### src/rtl/splm_pkg.sv
// Shared types and codes for the slot pool linked list manager.
// Used by splm_ctrl, splm_datapath and slot_pool_linked_list_manager_unit.
package splm_pkg;

  // Operation codes carried in the func field.
  localparam logic [1:0] FUNC_INIT   = 2'd0;
  localparam logic [1:0] FUNC_ALLOC  = 2'd1;
  localparam logic [1:0] FUNC_REMOVE = 2'd2;

  // Result status codes.
  localparam logic [1:0] STAT_OK    = 2'd0;
  localparam logic [1:0] STAT_DUMMY = 2'd1;
  localparam logic [1:0] STAT_FULL  = 2'd2;
  localparam logic [1:0] STAT_HEAD  = 2'd3;

  typedef struct packed {
    logic [1:0] func;
    logic       use_dummy;
    logic [5:0] slot;
  } splm_req_t;

  typedef struct packed {
    logic [1:0]  status;
    logic [5:0]  slot_out;
    logic [15:0] alloc_count;
  } splm_rsp_t;

  // Commands from the controller to the datapath.
  typedef struct packed {
    logic       alloc_start;
    logic       alloc_fin;
    logic       rem_start;
    logic       rem_unlink;
    logic       rem_fix;
    logic       init_start;
    logic       init_step;
    logic       init_fin;
    logic       res_we;
    logic [1:0] res_status;
    logic       res_slot;
  } splm_cmd_t;

  // Status flags from the datapath to the controller.
  typedef struct packed {
    logic full;
    logic rem_head;
    logic rem_in_range;
    logic rem_active;
    logic rem_tail;
    logic rem_next_slot;
    logic init_last;
  } splm_stat_t;

endpackage

### src/rtl/splm_ctrl.sv
// Controller state machine of the slot pool linked list manager.
// Depends on splm_pkg; drives the command struct of splm_datapath.
module splm_ctrl (
  input  logic                  clk_i,
  input  logic                  rst_ni,
  input  logic                  start_i,
  input  splm_pkg::splm_req_t   req_i,
  input  splm_pkg::splm_stat_t  stat_i,
  output splm_pkg::splm_cmd_t   cmd_o,
  output logic                  busy_o,
  output logic                  valid_o
);

  typedef enum logic [2:0] {
    IDLE,
    ALLOC,
    REM_READ,
    REM_FIX,
    INIT_SWEEP
  } state_e;

  state_e state_d, state_q;
  logic   valid_q;

  assign busy_o  = (state_q != IDLE);
  assign valid_o = valid_q;

  always_comb begin
    cmd_o   = '0;
    state_d = state_q;
    case (state_q)
      IDLE: begin
        if (start_i) begin
          case (req_i.func)
            splm_pkg::FUNC_INIT: begin
              cmd_o.init_start = 1'b1;
              state_d          = INIT_SWEEP;
            end
            splm_pkg::FUNC_ALLOC: begin
              if (stat_i.full) begin
                cmd_o.res_we     = 1'b1;
                cmd_o.res_status = req_i.use_dummy ? splm_pkg::STAT_DUMMY
                                                   : splm_pkg::STAT_FULL;
              end else begin
                cmd_o.alloc_start = 1'b1;
                state_d           = ALLOC;
              end
            end
            splm_pkg::FUNC_REMOVE: begin
              if (stat_i.rem_head) begin
                cmd_o.res_we     = 1'b1;
                cmd_o.res_status = splm_pkg::STAT_HEAD;
              end else if (!stat_i.rem_in_range) begin
                // Slot outside the pool or pool never built: nothing to unlink.
                cmd_o.res_we     = 1'b1;
                cmd_o.res_status = splm_pkg::STAT_OK;
              end else begin
                cmd_o.rem_start = 1'b1;
                state_d         = REM_READ;
              end
            end
            default: begin
              cmd_o.res_we     = 1'b1;
              cmd_o.res_status = splm_pkg::STAT_OK;
            end
          endcase
        end
      end
      ALLOC: begin
        cmd_o.alloc_fin  = 1'b1;
        cmd_o.res_we     = 1'b1;
        cmd_o.res_status = splm_pkg::STAT_OK;
        cmd_o.res_slot   = 1'b1;
        state_d          = IDLE;
      end
      REM_READ: begin
        if (!stat_i.rem_active) begin
          cmd_o.res_we     = 1'b1;
          cmd_o.res_status = splm_pkg::STAT_OK;
          state_d          = IDLE;
        end else begin
          cmd_o.rem_unlink = 1'b1;
          // The successor's back link needs the prev link port a second time.
          if (!stat_i.rem_tail && stat_i.rem_next_slot) begin
            state_d = REM_FIX;
          end else begin
            cmd_o.res_we     = 1'b1;
            cmd_o.res_status = splm_pkg::STAT_OK;
            state_d          = IDLE;
          end
        end
      end
      REM_FIX: begin
        cmd_o.rem_fix    = 1'b1;
        cmd_o.res_we     = 1'b1;
        cmd_o.res_status = splm_pkg::STAT_OK;
        state_d          = IDLE;
      end
      INIT_SWEEP: begin
        cmd_o.init_step = 1'b1;
        if (stat_i.init_last) begin
          cmd_o.init_fin   = 1'b1;
          cmd_o.res_we     = 1'b1;
          cmd_o.res_status = splm_pkg::STAT_OK;
          state_d          = IDLE;
        end
      end
      default: begin
        state_d = IDLE;
      end
    endcase
  end

  always_ff @(posedge clk_i or negedge rst_ni) begin
    if (!rst_ni) begin
      state_q <= IDLE;
      valid_q <= 1'b0;
    end else begin
      state_q <= state_d;
      valid_q <= cmd_o.res_we;
    end
  end

endmodule

### src/rtl/splm_datapath.sv
// Datapath of the slot pool linked list manager: link memories, list
// pointers, allocation counter and result register. Depends on splm_pkg.
module splm_datapath #(
  parameter int MAX_ENTRIES = 64
) (
  input  logic                  clk_i,
  input  logic                  rst_ni,
  input  splm_pkg::splm_req_t   req_i,
  input  splm_pkg::splm_cmd_t   cmd_i,
  output splm_pkg::splm_stat_t  stat_o,
  output splm_pkg::splm_rsp_t   rsp_o
);

  localparam int IW  = $clog2(MAX_ENTRIES);
  localparam int LW  = IW + 1;
  localparam int CW  = (LW > 6) ? LW : 6;
  localparam logic [LW-1:0] NIL = LW'(MAX_ENTRIES);

  // Link memories and active flags, one entry per slot.
  logic [LW-1:0] prev_mem [MAX_ENTRIES];
  logic [LW-1:0] next_mem [MAX_ENTRIES];
  logic          act_mem  [MAX_ENTRIES];

  logic [LW-1:0] prev_rd_q, next_rd_q;
  logic          act_rd_q;

  logic [LW-1:0] free_head_q, free_head_d;
  logic [LW-1:0] tail_q, tail_d;
  logic [LW-1:0] head_q, head_d;
  logic [15:0]   count_q, count_d;
  logic          init_done_q, init_done_d;
  logic [IW-1:0] s_q, n_q, ctr_q;
  splm_pkg::splm_rsp_t res_q;

  logic [CW-1:0] slot_ext;
  logic [IW-1:0] slot_idx;

  logic          prev_we, next_we, act_we;
  logic [IW-1:0] prev_wa, next_wa, act_wa;
  logic [LW-1:0] prev_wd, next_wd;
  logic          act_wd;
  logic [IW-1:0] prev_ra;

  assign slot_ext = CW'(req_i.slot);
  assign slot_idx = IW'(req_i.slot);

  assign stat_o.full          = !(free_head_q < NIL);
  assign stat_o.rem_head      = (slot_ext == CW'(head_q));
  assign stat_o.rem_in_range  = init_done_q && (slot_ext < CW'(MAX_ENTRIES));
  assign stat_o.rem_active    = act_rd_q;
  assign stat_o.rem_tail      = (LW'(s_q) == tail_q);
  assign stat_o.rem_next_slot = (next_rd_q < NIL);
  assign stat_o.init_last     = (ctr_q == IW'(MAX_ENTRIES - 1));

  // Each memory takes at most one write per cycle; the controller orders them.
  always_comb begin
    prev_we = 1'b0;
    prev_wa = ctr_q;
    prev_wd = NIL;
    next_we = 1'b0;
    next_wa = ctr_q;
    next_wd = NIL;
    act_we  = 1'b0;
    act_wa  = ctr_q;
    act_wd  = 1'b0;
    if (cmd_i.init_step) begin
      // Slot 0 becomes the head; every other slot links to the one above it.
      prev_we = 1'b1;
      prev_wd = (ctr_q == '0) ? NIL : (LW'(ctr_q) + LW'(1));
      next_we = 1'b1;
      act_we  = 1'b1;
      act_wd  = (ctr_q == '0);
    end
    if (cmd_i.alloc_start && (tail_q < NIL)) begin
      next_we = 1'b1;
      next_wa = tail_q[IW-1:0];
      next_wd = free_head_q;
    end
    if (cmd_i.alloc_fin) begin
      prev_we = 1'b1;
      prev_wa = n_q;
      prev_wd = tail_q;
      next_we = 1'b1;
      next_wa = n_q;
      next_wd = NIL;
      act_we  = 1'b1;
      act_wa  = n_q;
      act_wd  = 1'b1;
    end
    if (cmd_i.rem_unlink) begin
      prev_we = 1'b1;
      prev_wa = s_q;
      prev_wd = free_head_q;
      act_we  = 1'b1;
      act_wa  = s_q;
      act_wd  = 1'b0;
      if (prev_rd_q < NIL) begin
        next_we = 1'b1;
        next_wa = prev_rd_q[IW-1:0];
        next_wd = next_rd_q;
      end
    end
    if (cmd_i.rem_fix) begin
      prev_we = 1'b1;
      prev_wa = next_rd_q[IW-1:0];
      prev_wd = prev_rd_q;
    end
  end

  assign prev_ra = cmd_i.alloc_start ? free_head_q[IW-1:0] : slot_idx;

  always_ff @(posedge clk_i) begin
    if (prev_we) begin
      prev_mem[prev_wa] <= prev_wd;
    end
    if (cmd_i.alloc_start || cmd_i.rem_start) begin
      prev_rd_q <= prev_mem[prev_ra];
    end
  end

  always_ff @(posedge clk_i) begin
    if (next_we) begin
      next_mem[next_wa] <= next_wd;
    end
    if (cmd_i.rem_start) begin
      next_rd_q <= next_mem[slot_idx];
    end
  end

  always_ff @(posedge clk_i) begin
    if (act_we) begin
      act_mem[act_wa] <= act_wd;
    end
    if (cmd_i.rem_start) begin
      act_rd_q <= act_mem[slot_idx];
    end
  end

  always_comb begin
    free_head_d = free_head_q;
    tail_d      = tail_q;
    head_d      = head_q;
    count_d     = count_q;
    init_done_d = init_done_q;
    if (cmd_i.alloc_fin) begin
      free_head_d = prev_rd_q;
      tail_d      = LW'(n_q);
      count_d     = (count_q != 16'hFFFF) ? (count_q + 16'd1) : count_q;
    end
    if (cmd_i.rem_unlink) begin
      free_head_d = LW'(s_q);
      if (LW'(s_q) == tail_q) begin
        tail_d = prev_rd_q;
      end
    end
    if (cmd_i.init_fin) begin
      free_head_d = LW'(1);
      tail_d      = '0;
      head_d      = '0;
      count_d     = 16'd1;
      init_done_d = 1'b1;
    end
  end

  always_ff @(posedge clk_i or negedge rst_ni) begin
    if (!rst_ni) begin
      free_head_q <= NIL;
      tail_q      <= NIL;
      head_q      <= NIL;
      count_q     <= '0;
      init_done_q <= 1'b0;
    end else begin
      free_head_q <= free_head_d;
      tail_q      <= tail_d;
      head_q      <= head_d;
      count_q     <= count_d;
      init_done_q <= init_done_d;
    end
  end

  always_ff @(posedge clk_i) begin
    if (cmd_i.alloc_start) begin
      n_q <= free_head_q[IW-1:0];
    end
    if (cmd_i.rem_start) begin
      s_q <= slot_idx;
    end
    if (cmd_i.init_start) begin
      ctr_q <= '0;
    end else if (cmd_i.init_step) begin
      ctr_q <= ctr_q + IW'(1);
    end
    if (cmd_i.res_we) begin
      res_q.status      <= cmd_i.res_status;
      res_q.slot_out    <= cmd_i.res_slot ? 6'(n_q) : 6'd0;
      res_q.alloc_count <= count_d;
    end
  end

  assign rsp_o = res_q;

endmodule

### src/rtl/slot_pool_linked_list_manager_unit.sv
// Top level of the slot pool linked list manager.
// Depends on splm_pkg, splm_ctrl and splm_datapath.
//
// Usage: drive req_i and raise start; the item is taken at a clock edge where
// start is high and busy is low. Exactly one result follows per item, shown
// on rsp_o for one cycle with result_valid_o high; it cannot be held off.
// Results leave in the order items were taken.
// Steps from the accepting edge to the result:
//   unused func code, full pool, head removal, or removal of a slot outside
//   the pool or before the first init: result registered at accept, and
//   busy stays low, so such items can follow one per cycle;
//   allocate: prev link read at accept, then the writes in ALLOC;
//   remove of any other slot: links read at accept, unlink in REM_READ, plus
//   REM_FIX when an active slot's successor needs its back link rewritten,
//   since each link memory has a single write port;
//   init: INIT_SWEEP over every slot, one link memory entry written per cycle.
// A new item may be accepted in the cycle its predecessor's result is shown.
// Reset empties both lists; the pool must be built by an init item before
// allocations succeed. Link memory contents are undefined until that init.
module slot_pool_linked_list_manager_unit #(
  parameter int MAX_ENTRIES = 64
) (
  input  logic                 clk_i,
  input  logic                 rst_ni,
  input  logic                 start,
  output logic                 busy,
  input  splm_pkg::splm_req_t  req_i,
  output logic                 result_valid_o,
  output splm_pkg::splm_rsp_t  rsp_o
);

  splm_pkg::splm_cmd_t  cmd;
  splm_pkg::splm_stat_t stat;

  splm_ctrl u_ctrl (
    .clk_i   (clk_i),
    .rst_ni  (rst_ni),
    .start_i (start),
    .req_i   (req_i),
    .stat_i  (stat),
    .cmd_o   (cmd),
    .busy_o  (busy),
    .valid_o (result_valid_o)
  );

  splm_datapath #(
    .MAX_ENTRIES (MAX_ENTRIES)
  ) u_datapath (
    .clk_i  (clk_i),
    .rst_ni (rst_ni),
    .req_i  (req_i),
    .cmd_i  (cmd),
    .stat_o (stat),
    .rsp_o  (rsp_o)
  );

endmodule
### config.mk
export PLATFORM = sky130hd
export DESIGN_NAME = slot_pool_linked_list_manager_unit
export DESIGN_NICKNAME = d
export VERILOG_FILES = /design/src/rtl/splm_pkg.sv /design/src/rtl/splm_ctrl.sv /design/src/rtl/splm_datapath.sv /design/src/rtl/slot_pool_linked_list_manager_unit.sv
export SDC_FILE = /design/constraint.sdc
export NUM_CORES = 1
export LEC_CHECK = 0
export ABC_AREA = 1
export BUFFER_PORTS_ARGS = -buffer_cell sky130_fd_sc_hd__clkbuf_2
export CAP_MARGIN = 40
export CORE_MARGIN = 10
export CORE_UTILIZATION = 37
export DETAILED_ROUTE_END_ITERATION = 7
export SYNTH_ARGS = -nofsm -noshare
export SYNTH_HDL_FRONTEND = slang
export SYNTH_SLANG_ARGS = --single-unit
### constraint.sdc
create_clock -name clk_i -period 9.2 [get_ports clk_i]
set_clock_uncertainty 0.2 [all_clocks]
set_input_delay 1.38 -clock clk_i [delete_from_list [all_inputs] [get_ports clk_i]]
set_output_delay 1.38 -clock clk_i [all_outputs]
set_load 0.02 [all_outputs]
**Word level (Yosys, flattened, before mapping)**

Memory sizes are Yosys's and may differ from the RTL's. A register that Yosys moved wholly into a read port is not among the register bits.
Cells that the tools add are included.
W data, S select, Z words.

- Memory bits (writable): 960
- Flip-flop bits (word level): 78
- Logic and storage cells: 132
- Memories kept: 3
- Output and inout bits: 26
- Bits of input ports: 12

- $add $sub $neg: 3
- Mux-type cells: 80
- Magnitude comparators: 5
- Reduce and logical (&&, ||, !) cells: 12
- Equality and inequality tests: 16

Memories:

| memory | depth | width | rd ports | clocked after memory_dff | write ports | RTL line | text |
|---|---|---|---|---|---|---|---|
| u_datapath.next_mem | 64 | 7 | 1 | 1 | 1 | splm_datapath.sv:21 | `logic [LW-1:0] next_mem [MAX_ENTRIES];` |
| u_datapath.prev_mem | 64 | 7 | 1 | 1 | 1 | splm_datapath.sv:20 | `logic [LW-1:0] prev_mem [MAX_ENTRIES];` |
| u_datapath.act_mem | 64 | 1 | 1 | 1 | 1 | splm_datapath.sv:22 | `logic act_mem [MAX_ENTRIES];` |

Operators by type and width:

| operator | count |
|---|---|
| $mux W7 | 16 |
| $mux W16 | 3 |
| $mux W6 | 8 |
| $mux W1 | 33 |
| $mux W3 | 11 |
| $lt A7 B7 Y1 const B | 4 |
| $pmux W3 S3 | 3 |
| $add A16 B1 Y16 const B | 1 |
| $ne A16 B16 Y1 const B | 1 |
| $eq A6 B7 Y1 | 2 |
| $pmux W3 S4 | 1 |
| $mux W2 | 4 |
| $add A6 B1 Y7 const B | 1 |
| $lt A6 B7 Y1 const B | 1 |
| $add A6 B1 Y6 const B | 1 |
| $eq A3 B2 Y1 const B | 2 |
| $eq A6 B6 Y1 const B | 1 |
| $logic_not A6 Y1 | 1 |
| $ne A3 B2 Y1 const B | 2 |
| $reduce_and A6 Y1 | 1 |
| $reduce_bool A3 Y1 | 2 |
| $mux W4 | 1 |
| $ne A2 B2 Y1 const B | 2 |
| $ne A4 B4 Y1 const B | 1 |
| 11 further kinds | 13 |

**Depth between registers and ports, before layout**

Gate-level depths: netlist of the first run.

- Depth after elaboration: 12
- Depth in mapped cells: 17
- Gate-level depth less buffers: 15

**Modules after synthesis**

A second synthesis of the first run with hierarchy kept.

- Cell total of the unflattened synthesis: 4239
- Area, all modules: 45716.3 sq um

Modules (own cells, without submodules):

| module | times used | sequential area each (sq um) | cells an instance | area an instance (sq um) |
|---|---|---|---|---|
| splm_datapath | 1 | 31283.8 | 4173 | 45245.9 |
| splm_ctrl | 1 | 100.1 | 66 | 470.5 |

**Least setup slack after synthesis of the first run**

No wires, ideal clock.

- Path type: input-to-reg
- Start: input req_i[8] in the netlist's numbering
- End: memory u_datapath.next_mem[0][0] in the netlist's numbering (data pin)
- Cell stages on the path: 7
- Slack: 4438 ps
- Setup time: 552 ps
- Path buffers: 1
- Data required time: 8448 ps
- Arrival: 4009 ps
- Path through: inv_1 ha_1 nand3_1 nor2_8 nand2_1 buf_2 o22ai_1

- Cells in the longest elaborated chain, start to end: 9

RTL lines:

| element | RTL line | text |
|---|---|---|
| start: declaration | slot_pool_linked_list_manager_unit.sv:27 | `input splm_pkg::splm_req_t req_i,` |
| $eq A2 B1 Y1 * | splm_ctrl.sv:34 | `case (req_i.func)` |
| $mux W1 * | splm_ctrl.sv:34 |  |
| $mux W1 * | splm_ctrl.sv:33 | `if (start_i) begin` |
| $mux W1 * | splm_ctrl.sv:31 | `case (state_q)` |
| $logic_and A1 B1 Y1 * | splm_datapath.sv:74 | `if (cmd_i.alloc_start && (tail_q < NIL)) begin` |
| $mux W7 * | splm_datapath.sv:74 |  |
| $mux W7 * | splm_datapath.sv:79 | `if (cmd_i.alloc_fin) begin` |
| $mux W7 | splm_datapath.sv:97 | `if (prev_rd_q < NIL) begin` |
| $mux W7 * | splm_datapath.sv:90 | `if (cmd_i.rem_unlink) begin` |
| via u_datapath.next_wd[0] | splm_datapath.sv:40 | `logic [LW-1:0] prev_wd, next_wd;` |
| end: declaration | splm_datapath.sv:21 |  |

Mark *: on every way through the listed nets, which the timed path passes. The rest lies on a longest branch.

**Worst setup path in the final report of the first run**

- Start: input req_i[8] in the netlist's numbering
- End: register u_datapath.prev_rd_q[1] (read register of u_datapath.prev_mem) (data pin)

- Cells in the longest elaborated chain, start to end: 5
- Elaborated cells between the ends (all ways): 10
- Classes of those cells: 2 x eq/ne; 7 x mux; 1 x reduce/logical

RTL lines:

| element | RTL line | text |
|---|---|---|
| $eq A2 B1 Y1 or $eq A2 B2 Y1 (tied branches) | splm_ctrl.sv:34 |  |
| $mux W1 | splm_ctrl.sv:34 |  |
| $mux W1 | splm_ctrl.sv:33 |  |
| $mux W1 | splm_ctrl.sv:31 |  |
| $mux W6 or $logic_or A1 B1 Y1 (tied branches) | splm_datapath.sv:110, splm_datapath.sv:116 |  |
| end: declaration | splm_datapath.sv:24 | `logic [LW-1:0] prev_rd_q, next_rd_q;` |

Several ways; a longest one is shown, not always the timed one.
A chain may end at the register's enable or synchronous reset.

==> results of run 1 <==
worst paths after layout:
| check | start | to | slack, ns | cells past startpoint |
|---|---|---|---|---|
| setup / recovery | req_i[8] | u_datapath.prev_rd_q[1] | 3.83 | 15 |
| hold / removal | u_datapath.head_q[6] | u_datapath.head_q[6] | 0.24 | 2 |
| setup reg to reg | u_ctrl.state_q[2] | u_datapath.prev_rd_q[1] | 4.47 | 13 |
| hold reg to reg | u_datapath.head_q[6] | u_datapath.head_q[6] | 0.24 | 2 |
| max in group asynchronous | rst_ni | u_datapath.free_head_q[6] | 7.90 | 2 |
| min in group asynchronous | rst_ni | u_datapath.count_q[15] | 0.38 | 1 |
cell usage after synthesis (33+ instances only):
| library cell | number | area (um^2) |
|---|---|---|
| nor2_1 | 496 | 1860 |
| buf_2 | 72 | 360 |
| a21oi_1 | 67 | 335 |
| o221ai_1 | 49 | 429 |
| dfrtp_1 | 33 | 826 |
| inv_1 | 500 | 1880 |
| nand2_1 | 589 | 2210 |
| o21ai_0 | 309 | 1550 |
| clkbuf_1 | 126 | 473 |
| o22ai_1 | 87 | 544 |
| nand3_1 | 565 | 2830 |
| edfxtp_1 | 1011 | 30400 |
cells by family after synthesis:
family / after synthesis
simple gates: 1716
buf+inv: 729
flops: 1053
xor+xnor: 7
fa+ha+maj: 7
compound gates: 566
critical path, stage by stage:
cell      delay (ns)
clkbuf_2        0.11
inv_1           0.09
ha_1            0.25
nand3_1         0.20
nor2_8          0.42
nand2_2         0.57
nand2_4         0.72
buf_4           0.80
nand2_1         0.15
nand3_1         0.15
nand3_1         0.07
nand3_1         0.12
nand3_1         0.22
nand3_1         0.14
nand2_1         0.05
report_power, final:
group | internal, mW | switching (mW)
clock network | 2.49 | 1.87
registers | 5.96 | 0.113
logic | 0.464 | 1.89
sequential cells by signal, summed over array words and instances, names as in the netlist, 3 cells and up:
name                    flops
u_datapath.next_mem       448
u_datapath.prev_mem       448
u_datapath.act_mem         64
u_datapath.rsp_o           24
u_datapath.count_q         16
u_datapath.free_head_q      7
u_datapath.next_rd_q        7
u_datapath.prev_rd_q        7
u_datapath.tail_q           7
u_datapath.ctr_q            6
u_datapath.n_q              6
u_datapath.s_q              6
u_ctrl.state_q              3
layout make-up:
type                    instances  area [um^2]  area share [%]
clock inverters                63          699            1.38
repair buffers                 97          767            1.51
inverters                     512         1930            3.81
multi-input cells            2296        11000            21.8
well taps                    1612         2020            3.98
flip-flops and latches       1053        31400            62.0
clock buffers                 132         2790            5.51
metrics by stage:
step | instance area (um^2) | setup WS, ns | instances
4_1_cts | 50600 | 3.96 | 5763
5_1_grt | 50600 | 3.59 | 5765
2_1_floorplan | 45100 | 4.44 | 4078
6_report | 50600 | 3.83 | 5765
3_5_place_dp | 47100 | 3.24 | 5568
3_3_place_gp | 46900 | 3.27 | 5556
per-layer routing:
| layer | up-vias | part of all wire [%] |
|---|---|---|
| li1 | 14100 | - |
| met1 | 14800 | 44 |
| met2 | 1251 | 46 |
| met3 | 211 | 7.8 |
| met4 | 0 | 2.6 |
| met5 | - | 0 |
cells in the final DEF (no fill, tap or decap), drive strengths merged, types with 2 or more instances in the layout:
cell and count:
edfxtp 1011, nand4 23, dfrtp 33, clkbuf 167
inv 510, nor2 501, or2 2, buf 62
nor3 21, nand3 570, a21oi 67, o211ai 22
clkinvlp 4, bufinv 12, xor2 6, ha 7
o21ai 333, o221ai 49, nand2 596, a31oi 3
a211oi 2, o22ai 87, dfxtp 6, dfstp 3
clkinv 49, nor4 2
==> summary.txt, run 1 <==
Drt
  • Via count: 30,400
  • # DRC: 0
  • Vias per inst: 5.27
  • WL/cell: 20.6 um
  • Total Wirelength: 119 mm
  • DRT antenna net count: 0
  • 1st-iter DRT viols: 3,554
  • Drt pass-1 iters: 5

Floorplanning
  • Row count: 127
  • Die X: 369 um
  • Total die area: 0.136 mm^2
  • Core area: 0.120 mm^2
  • Die Y-Extent: 369 um
  • Initial Utilization: 37.4%
  • # IOs: 38

Synthesis
  • Syn Nets: 4,097
  • Simple-gate area share of the yosys netlist: 16.4%
  • Synth unique cells: 42
  • Syn Inst Count: 4,078
  • Mux contribution to synthesized area: 0%
  • Post-synth EDFFs: 1,011
  • Ys Warns: 0
  • Syn avg cell area: 11.1 um^2
  • Compound-Gate Fraction of Synth Area: 7.21%
  • Ys flop type: edfxtp_1
  • Yosys reg bits: 1,053
  • Synth Area in Adders: 0.194%
  • Main combinational cell family by area after synthesis: simple AND/OR/NAND/NOR gates
  • Ys async rst share: 3.42%
  • Sequential-to-total area share from yosys stat: 69.6%
  • Synth Area in XOR/XNOR: 0.136%
  • Synthesized cell area: 0.0451 mm^2

Clock network
  • Post-CTS Setup Inserts: 0
  • CTS resizes: 0
  • Clock transition at path regs: 0.06 ns
  • Clk sinks: 1,053
  • CTS max path bufs: 3
  • H-tree levels: 3
  • Clock insertion delay at the later pin of the skew report: 0.70 ns
  • CTS Buf Count: 105
  • CTS tree: yes
  • Root buf cell: clkbuf_16
  • Post-CTS Hold Buffers: 0

Global route
  • Overflow after GRT: 0
  • Maximum number of pins on one net before global-route repair: 191
  • Met1 usage: 23.6%
  • First-pass GRT wire length: 180 mm
  • Routing usage on met2: 26.8%
  • GRT Total Usage: 16.9%
  • Number of global-route vias before repair: 28,800
  • Initial antenna violation count: 1
  • Gr busiest metal: met2
  • GR met3 Demand/Resource: 2.98%

STA
  • RSZ-0062 raised after global routing: no
  • Final hold violation count: 0
  • Final setup viols: 0
  • Minimum clock period: 5.37 ns
  • Slew Viols, Final: 0
  • Relative slew slack: 33.5%
  • Max Freq: 186 MHz
  • Fin Setup TNS: 0 ns
  • Fin crit share: 58.3%
  • Least-Margin Pin Slew: 0.998 ns
  • Hold_ws: 0.245 ns

Worst setup path
  • Max FO, Critical Path: 79
  • Worst Setup Start Kind: input pin
  • WP data arrival: 5.61 ns
  • WP data required: 9.44 ns
  • Setup CP Type: in -> reg
  • CP Capture Type: flip-flop

Placement
  • Routability cong.: 0.870
  • IO Port Bufs: 37
  • DP HPWL: 68.3 mm

Final layout
  • Layout cells sized above 1: 7.92%
  • Antenna cells: 0
  • Final core utilization: 42.0%
  • # fillers: 11,300
  • Final #Nets: 4,084
  • Area Overhead vs Synth: 12.3%

Flow run
  • Max Cap Viol: 0

Power and ir drop
  • Power density cells: 253 mW/mm^2
  • Pleak: 18.5 nW
  • VDD IR max: 170 uV
  • PnR Total Power: 12.8 mW

Min path
  • Hold Crit Class: reg -> reg

Status
  • Status: finished, final reports clean
(Power assumes the default switching activity.)
==> run 2: changes to the inputs <==
clock period = 4.6 ns   (was 9.2 ns; I/O delays follow)
==> run 2 against run 1 <==
Compared with the run above: via count is 1.9% higher; sequential share of layout area is 0.94 points lower; flip-flop and latch count is the same; critical path type is now reg -> reg; global-route usage increased by 0.83 points; worst setup slack got worse by 3.2 ns; die area unchanged; critical path depth shrank 6; worst hold slack lost 0.023 ns; register-to-register slack lost 3.8 ns; routed wire length up 4.4%; count of clock-buffer cells in the layout down 5.
==> summary.txt, run 2 (synthesized netlist as in run 1, its figures left out) <==
Global route
  • Number of global-route vias before repair: 30,300 (+5.4%)
  • GRT Total Usage: 17.7% (+0.83 points)
  • Maximum number of pins on one net before global-route repair: 159 (-17%)
  • Overflow after GRT: 0 (unchanged)
  • First-pass GRT wire length: 188 mm (+4.0%)
  • Initial antenna violation count: 1 (unchanged)

Final layout
  • Register area: 0.0314 mm^2 (unchanged)
  • Multi-input logic area: 0.0110 mm^2 (unchanged)
  • Area Overhead vs Synth: 14.1%
  • # fillers: 11,400 (+0.48%)
  • Biggest regs: u_datapath.next_mem: 448 flops, u_datapath.prev_mem: 448 flops, u_datapath.act_mem: 64 flops
  • Layout cells sized above 1: 9.76% (+1.8 points)
  • Final instance area: 0.0514 mm^2 (+1.5%)
  • Final #Nets: 4,173 (+2.2%)
  • Non-Filler Instances: 5,852 (+1.5%)
  • Commonest non-fill, non-tap cell in the layout: edfxtp_1
  • Antenna cells: 0 (unchanged)
  • Most frequent cells in the layout: edfxtp_1 (1,011), nand2_1 (588), nand3_1 (565)

Clock network
  • CTS Buf Count: 105 (unchanged)
  • CTS tree: yes
  • CTS resizes: 0 (unchanged)
  • Clock insertion delay at the later pin of the skew report: 0.69 ns (about the same)
  • Clock transition at path regs: 0.06 ns (about the same)
  • Root buf cell: clkbuf_16
  • H-tree levels: 3 (unchanged)
  • Clk sinks: 1,053 (unchanged)
  • CTS max path bufs: 3 (unchanged)

Placement
  • Placed Cells: 5,658 (+1.6%)
  • IO Port Bufs: 37 (unchanged)
  • Routability cong.: 0.915 (+5.2%)
  • Placed Area: 0.0480 mm^2 (+1.9%)
  • DP HPWL: 75.6 mm (+11%)

Floorplanning
  • # IOs: 38 (unchanged)
  • Core area: 0.120 mm^2 (unchanged)
  • Die Y-Extent: 369 um (unchanged)
  • Initial Utilization: 37.4% (unchanged)
  • Row count: 127 (unchanged)
  • Die X: 369 um (unchanged)
  • Total die area: 0.136 mm^2 (unchanged)

STA
  • Final hold violation count: 0 (unchanged)
  • Least-Margin Pin Slew: 0.882 ns (-0.116 ns)
  • Slew Viols, Final: 0 (unchanged)
  • Fin Setup TNS: 0 ns (unchanged)
  • Fin crit share: 85.4%
  • Relative slew slack: 41.2% (+7.7 points)
  • Final setup viols: 0 (unchanged)
  • Max Freq: 255 MHz
  • Minimum clock period: 3.93 ns
  • RSZ-0062 raised after global routing: no

Worst setup path
  • Worst Setup Start Kind: flip-flop
  • WP data required: 4.70 ns (-4.74 ns)
  • WP data arrival: 4.03 ns (-1.58 ns)
  • Max FO, Critical Path: 17 (-78%)
  • CP Capture Type: flip-flop
  • CP cell instances: nor3_4, nand2_1, o21ai_0, o21ai_1, o21ai_1, inv_1, nor2_1, nand2_1, nor2_1
  • Setup CP Type: reg -> reg
  • Slowest CP cell: nor2_1
  • Slowest stage delay, CP: 0.67 ns (-0.13 ns)

Drt
  • Total Wirelength: 124 mm (+4.4%)
  • # DRC: 0 (unchanged)
  • Vias per inst: 5.29 (+0.35%)
  • Drt pass-1 iters: 5 (unchanged)
  • 1st-iter DRT viols: 3,330 (-6.3%)
  • DRT antenna net count: 0 (unchanged)
  • WL/cell: 21.2 um (+2.9%)
  • Via count: 30,900 (+1.9%)

Min path
  • Hold Crit Class: in -> reg

Power and ir drop
  • Psw: 7.87 mW (+100%)
  • Pleak: 18.9 nW (+2.5%)
  • Comb power frac: 20.0% (+1.6 points)
  • Power density cells: 501 mW/mm^2 (+99%)
  • Power Internal: 17.9 mW (+100%)
  • Reg power frac: 47.1% (-0.4 points)
  • VDD IR max: 331 uV (+95%)
  • Clock share of power: 32.9% (-1.2 points)
  • Sw Ratio: 30.6% (+0.25 points)

Flow run
  • Max Cap Viol: 0 (unchanged)

Status
  • Status: finished, final reports clean
-- run 2: changes by cell type in the layout (fill, tap and decap cells not counted), sizes merged --
cell / previous run / this run
clkinv: 49 / 50
inv: 510 / 512
bufinv: 12 / 11
buf: 62 / 150
clkbuf: 167 / 162
dlygate4sd3: 0 / 1
clkinvlp: 4 / 5
-- run 2: what timing repair did --
item | CTS | global route
hold endpoints to repair | 33 | 0
endpoints found under the setup margin | 0 | 0
buffers inserted | 0 | 0
hold buffers | 1 | 0
-- run 2: metal layers --
| layer | wire length, um | track usage, % | vias up |
|---|---|---|---|
| met3 | 9520 | 3.31 | 245 |
| met4 | 4150 | 6.42 | 0 |
| met2 | 58200 | 28.6 | 1214 |
| met5 | 0 | 0 | - |
| li1 | - | - | 14300 |
| met1 | 52100 | 23.7 | 15200 |
-- run 2: cell type report --
| class | count | share of cell area (%) |
|---|---|---|
| clock inverters | 66 | 1.26 |
| inverters | 512 | 3.75 |
| clock buffers | 127 | 5.29 |
| multi-input cells | 2296 | 21.5 |
| flip-flops and latches | 1053 | 61.0 |
| well taps | 1612 | 3.92 |
| repair buffers | 186 | 3.24 |
-- run 2: worst max-delay path, delay by kind of cell, from the launching register on --
| family | cells | cell delay [ns] |
|---|---|---|
| and+or+nand+nor | 5 | 2.16 |
| AOI/OAI and AO/OA | 3 | 0.62 |
| DFF | 1 | 0.45 |
| buffers and inverters | 1 | 0.10 |
-- run 2: final timing paths --
path	startpoint	endpoint	slack [ns]	depth (start not counted)
min in group asynchronous	rst_ni	u_datapath.count_q[6]	0.23	2
max in group asynchronous	rst_ni	u_datapath.head_q[6]	3.45	3
worst min-delay path	req_i[6]	u_datapath.rsp_o[22]	0.22	3
worst min register to register	u_datapath.head_q[6]	u_datapath.head_q[6]	0.25	2
worst max register to register	u_ctrl.state_q[2]	u_datapath.prev_mem[44][3]	0.67	9
worst max-delay path	u_ctrl.state_q[2]	u_datapath.prev_mem[44][3]	0.67	9
-- run 2: per-stage QoR --
step	util (%)	total power, mW	worst slack [ns]	hold WS [ns]
after floorplan	-	15.1	0.0648	0.194
after global placement	39.8	17.3	0.550	0.233
after detailed placement	39.9	17.5	0.618	0.239
after CTS	42.7	25.9	0.721	0.177
after global routing	42.7	26.8	0.398	0.212
final	42.7	25.8	0.671	0.222
-- run 2: power by group through the flow --
stage / registers, mW / clock network, mW / logic [mW]
after detailed placement: 12.3 / 0 / 5.14
after floorplan: 12.4 / 0 / 2.70
after global placement: 12.3 / 0 / 5.01
after global routing: 12.2 / 9.00 / 5.61
final: 12.1 / 8.48 / 5.16
after CTS: 12.1 / 8.62 / 5.16
